<file path="config.mk">
export PLATFORM = sky130hd
export DESIGN_NAME = zx0sd_ctrl
export DESIGN_NICKNAME = d
export VERILOG_FILES = /design/src/rtl/zx0sd_pkg.sv /design/src/rtl/zx0sd_ctrl.sv
export SDC_FILE = /design/constraint.sdc
export NUM_CORES = 1
export LEC_CHECK = 0
export BUFFER_PORTS_ARGS = -buffer_cell sky130_fd_sc_hd__clkbuf_2
export CORE_MARGIN = 2
export CORE_UTILIZATION = 30
export DETAILED_ROUTE_END_ITERATION = 16
export GPL_TIMING_DRIVEN = 0
export SYNTH_ARGS = -nofsm -noshare
export SYNTH_HDL_FRONTEND = slang
export SYNTH_SLANG_ARGS = --single-unit
</file>
<file path="constraint.sdc">
create_clock -name aclk -period 1.5 [get_ports aclk]
set_input_delay 0 -clock aclk [delete_from_list [all_inputs] [get_ports aclk]]
set_output_delay 0 -clock aclk [all_outputs]
set_load 0.01 [all_outputs]
</file>
<file path="src/rtl/zx0sd_pkg.sv">
// shared types and constants of the zx0 stream decompressor
// used by the controller, the datapath and the top level
package zx0sd_pkg;

    localparam int COUNT_W    = 24;
    localparam int GAMMA_W    = COUNT_W + 1;
    localparam int LEN_W      = COUNT_W + 2;
    localparam int HIST_DEPTH = 32768;
    localparam int HIST_AW    = $clog2(HIST_DEPTH);
    localparam int OFF_W      = HIST_AW + 1;
    localparam int OUT_W      = 40;

    localparam logic CMD_PUSH = 1'b0;
    localparam logic CMD_PULL = 1'b1;

    typedef enum logic [2:0] {
        ERR_NONE    = 3'd0,
        ERR_OFFSET  = 3'd1,
        ERR_LIMIT   = 3'd2,
        ERR_GAMMA   = 3'd3,
        ERR_TRUNC   = 3'd4,
        ERR_COUNT   = 3'd5,
        ERR_REFUSED = 3'd6
    } err_t;

    typedef enum logic [9:0] {
        PH_LITLEN    = 10'b00_0000_0001,
        PH_LIT       = 10'b00_0000_0010,
        PH_SEL_LIT   = 10'b00_0000_0100,
        PH_REPLEN    = 10'b00_0000_1000,
        PH_COPY      = 10'b00_0001_0000,
        PH_SEL_MATCH = 10'b00_0010_0000,
        PH_OFFMSB    = 10'b00_0100_0000,
        PH_OFFLSB    = 10'b00_1000_0000,
        PH_NEWLEN    = 10'b01_0000_0000,
        PH_DONE      = 10'b10_0000_0000
    } phase_t;

    typedef enum logic [4:0] {
        ST_IDLE  = 5'b00001,
        ST_START = 5'b00010,
        ST_COPY  = 5'b00100,
        ST_BITS  = 5'b01000,
        ST_FIN   = 5'b10000
    } state_t;

    typedef struct packed {
        logic accept;
        logic start;
        logic copy;
        logic bit_step;
        logic close;
        logic emit;
    } dp_cmd_t;

    typedef struct packed {
        logic ok;
        logic pull;
        logic bit_more;
        logic out_free;
    } dp_stat_t;

endpackage

</file>
<file path="src/rtl/zx0sd_ctrl.sv">
// sequencing state machine of the zx0 stream decompressor
// depends on zx0sd_pkg
module zx0sd_ctrl import zx0sd_pkg::*; (
    input  logic     aclk,
    input  logic     aresetn,
    input  logic     s_tvalid,
    output logic     s_tready,
    input  dp_stat_t stat,
    output dp_cmd_t  cmd
);

    state_t state_reg, state_next;

    always_ff @(posedge aclk) begin
        if (!aresetn) begin
            state_reg <= ST_IDLE;
        end else begin
            state_reg <= state_next;
        end
    end

    always_comb begin
        state_next = state_reg;
        cmd        = '0;
        unique case (state_reg)
            ST_IDLE: begin
                if (s_tvalid) begin
                    cmd.accept = 1'b1;
                    state_next = ST_START;
                end
            end
            ST_START: begin
                cmd.start = 1'b1;
                if (!stat.ok) begin
                    state_next = ST_FIN;
                end else if (stat.pull) begin
                    state_next = ST_COPY;
                end else begin
                    state_next = ST_BITS;
                end
            end
            ST_COPY: begin
                cmd.copy   = 1'b1;
                state_next = ST_BITS;
            end
            ST_BITS: begin
                if (stat.bit_more) begin
                    cmd.bit_step = 1'b1;
                end else begin
                    cmd.close  = 1'b1;
                    state_next = ST_FIN;
                end
            end
            ST_FIN: begin
                if (stat.out_free) begin
                    cmd.emit   = 1'b1;
                    state_next = ST_IDLE;
                end
            end
            default: state_next = ST_IDLE;
        endcase
    end

    assign s_tready = (state_reg == ST_IDLE);

endmodule

</file>
Word level (Yosys, flattened, before mapping)
Cells that the tools add are included.
{"block": "op_classes", "reduce_logical": 1, "n_eq_ne": 8, "mux": 15}
{"operator": "case mux 5 bit (5 select lines)", "count": 1}
{"operator": "2-to-1 mux 5 bit", "count": 4}
{"operator": "2-to-1 mux 1 bit", "count": 8}
{"operator": "inequality test 2 bit, second input constant", "count": 3}
{"operator": "== test 5 x 1 -> 1 bit, second input constant", "count": 1}
{"operator": "== test 5 x 2 -> 1 bit, second input constant", "count": 1}
{"operator": "== test 5 x 3 -> 1 bit, second input constant", "count": 1}
{"operator": "== test 5 x 4 -> 1 bit, second input constant", "count": 1}
{"operator": "== test 5 bit, second input constant", "count": 1}
{"operator": "2-to-1 mux 4 bit", "count": 1}
{"operator": "AND reduction 3 bit", "count": 1}
{"operator": "2-to-1 mux 2 bit", "count": 1}
{"block": "word_totals", "elab_cells": 25, "regBits": 5, "in_bits": 7, "out_inout_bits": 7}

Longest topological paths before layout
{"block": "logic_depth", "word_depth": 3, "mapped_depth": 5, "depth_no_buf": 4}

Worst setup path before layout
No wires, ideal clock.
{"block": "synth_path", "kind": "register -> register", "from": "register state_reg[0]", "to": "register state_reg[0]", "t_arrival_ns": 1.160, "t_required_ns": 1.364, "slack_ns": 0.204, "path_buffers": 1, "stages_incl_launch_ff": 5, "setup_ns": 0.136, "path_cell_list": "dfxtp_1 buf_6 or3_4 a221oi_2 o221ai_1"}
{"block": "synth_between", "elab_chain_len": 3, "word_cells_on_any_way": 10, "classes_between": "eq/ne (8); mux (1); reduce/logical (1)"}
{"element": "start, declared", "line": "zx0sd_ctrl.sv:12", "source": "state_t state_reg, state_next;"}
{"element": "start signal, assigned", "line": "zx0sd_ctrl.sv:18", "source": "state_reg <= state_next;"}
{"element": "== test 5 x 4 -> 1 bit, or another cell as far along", "line": "zx0sd_ctrl.sv:25", "source": "unique case (state_reg)"}
{"element": "inequality test 2 bit (no line)"}
{"element": "AND reduction 3 bit (no line)"}
Parallel ways exist; a longest one is shown, timed or not.
A chain may end at the register's enable or synchronous reset.

==> run summary <==
Outcome: completed
HP Class: in2reg
Sink Count: 5
Gp weighted congestion: 0.822
Worst setup EP type: output port
Register area share after synthesis: 23.7%
Sequential cell area: 100 um2
Layout cells sized above 1: 44.3%
Multi-input gate area: 274 um2
Highest Clock Rate: 668 MHz
Cell Pwr Density: 1490 nW/um2
Vias: 419
Via density: 4.93
Worst-margin pin slew: 248 ps
Slowest cell delay on critical path: 380 ps
GRT overflow: 0
Setup violators final: 0
# DRC: 0
Slowest CP cell: or3_4
Yosys cell types: 28
Die area: 1720 um2
Area grow syn2layout: 37.4%
Mapped cell area: 422 um2
Final period util: 99.9%
Starting Density: 32.4%
Setup tns final: 0 ps
H-tree depth: 1
Commonest non-fill, non-tap cell in the layout: clkbuf_2
Cell Rows: 13
Post-Syn Nets: 55
WL final: 892 um
CP arrival: 1500 ps
Syn. warnings: 0
Buffer and inverter count on the worst path: 2
Crit path max-delay family: simple AND/OR/NAND/NOR gates
Final net count: 78
Slew margin rel.: 83.4%
Largest register FFs: 5
Slew Viols, Final: 0
Hold Fails Final Rpt: 0
CTS Buf Count: 3
First-pass DRT Iterations: 3
Gr usage total: 12.0%
Tmin final: 1500 ps
FILL cells: 142
Leading cell types in the layout, fill and taps excluded: clkbuf_2, buf_4, dfxtp_1
CTS Buffer Depth: 2
CTS tree: yes
Leak: 0.265 nW
Diode count: 0
Dpl hpwl: 660 um
First-pass GRT wire length: 1.61 mm
Core area: 1300 um2
Startpoint Class: register
Gate Count Post-Synth: 48
RSZ-0062 raised after global routing: true
Worst Skew: 0.424 ps
Syn_area_per_cell: 8.78 um2
Max Cap Viol: 0
I/O pin cnt: 14
Largest net degree at the start of global routing: 11
Die W: 41.5 um
1st-iter DRT viols: 6
Die H: 41.5 um
Initial antenna violation count: 0
Root Driver: clkbuf_4
Req. time, crit path: 1500 ps
WS Path Type: reg2out
Synthesized flop and latch total: 5
Worst path cell trace: buf_6 -> or3_4 -> nor3b_2 -> and2_1 -> clkbuf_2
Post-route ant nets: 0
Maximum vdd drop: 0.506 mV
Clock-pin slew on the worst setup and hold paths: 40 ps
Crit Path Max Fanout: 8
Port Buffer Count: 13
Vias in the first global route: 389
Clk_lat worst skew: 230 ps
DR WL/cell: 10.5 um
Final Core Density: 44.5%
-- routing by layer --
| metal | up-vias | wire length, um | GRT usage [%] |
|---|---|---|---|
| li1 | 218 | - | - |
| met1 | 190 | 434 | 14.9 |
| met2 | 11 | 414 | 19.4 |
| met3 | 0 | 43 | 6.52 |
| met4 | 0 | 0 | 0 |
| met5 | - | 0 | 0 |
-- worst paths after layout --
| kind | from | to | slack [ps] | depth (start not counted) |
|---|---|---|---|---|
| worst max-delay path | state_reg[0] | cmd[0] | 2 | 5 |
| worst min register to register | state_reg[0] | state_reg[1] | 650 | 3 |
| worst max register to register | state_reg[0] | state_reg[4] | 80 | 7 |
| worst min-delay path | aresetn | state_reg[0] | 20 | 2 |
-- worst reg2reg max path: cells and delay by family, from the launching register on --
kind / cells / cell delay, ps
buffers and inverters: 3 / 350
AO/OA/AOI/OAI: 1 / 70
flip-flops: 1 / 300
AND/OR/NAND/NOR: 3 / 640
-- cells by family after synthesis --
group	share of synthesized area [%]
AO/OA/AOI/OAI	14.5
XOR/XNOR	2.08
buffers and inverters	12.5
flip-flops	23.7
multiplexers	4.75
AND/OR/NAND/NOR	42.4
-- stage by stage --
step           setup WS (ps)  hold WS [ps]  instance area (um2)  power (mW)  instances
2_1_floorplan            204          50.7                  422       0.583         48
3_3_place_gp             142           236                  505       0.687         76
3_5_place_dp             131           241                  505       0.693         76
4_1_cts                 13.7          4.62                  574       0.875         85
5_1_grt                -70.6          6.69                  579       0.938         85
6_report                2.19          17.5                  579       0.863         85
-- layout make-up --
cell class              instances  area share (%)
multi-input cells              37            47.3
repair buffers                 18            18.6
flip-flops and latches          5            17.3
plain buffers                   5            8.42
clock buffers                   4            4.54
well taps                      15            3.24
inverters                       1           0.648
-- power by group --
group          leakage (nW)  internal, mW  switching (mW)
registers            0.0410         0.167          0.0129
clock network        0.0150         0.100          0.0492
logic                 0.209         0.257           0.276
-- synthesized netlist by cell type --
cell      number  area [um2]
and2_1         2        12.5
or3_4          1        11.3
inv_1          1        3.75
nand4b_1       1        8.76
nor3_1         2        10.0
nand3_1        1        5.00
nor3b_1        4        30.0
and3_1         2        12.5
or2b_1         1        7.51
nor3b_2        1        12.5
xor2_1         1        8.76
nor4_1         1        6.26
nor2_2         1        6.26
o211a_1        1        10.0
nand3b_1       2        15.0
o21ai_1        1        5.00
buf_6          3        33.8
a21oi_1        1        5.00
nor4bb_1       1        10.0
a221oi_2       1        15.0
nand2b_1       2        12.5
o221ai_1       1        8.76
nand2_1        1        3.75
mux2i_1        2        20.0
dfxtp_1        5         100
buf_4          2        15.0
o21ai_2        2        17.5
nor2_1         4        15.0
-- repair_timing --
action / in CTS / in global routing
pin swaps: 3 / 0
resized for setup: 0 / 1
hold endpoints to repair: 1 / 0
setup endpoints to repair: 1 / 2
setup buffers: 3 / 0
hold buffers: 2 / 0
Power figures use the tool's default switching activity.
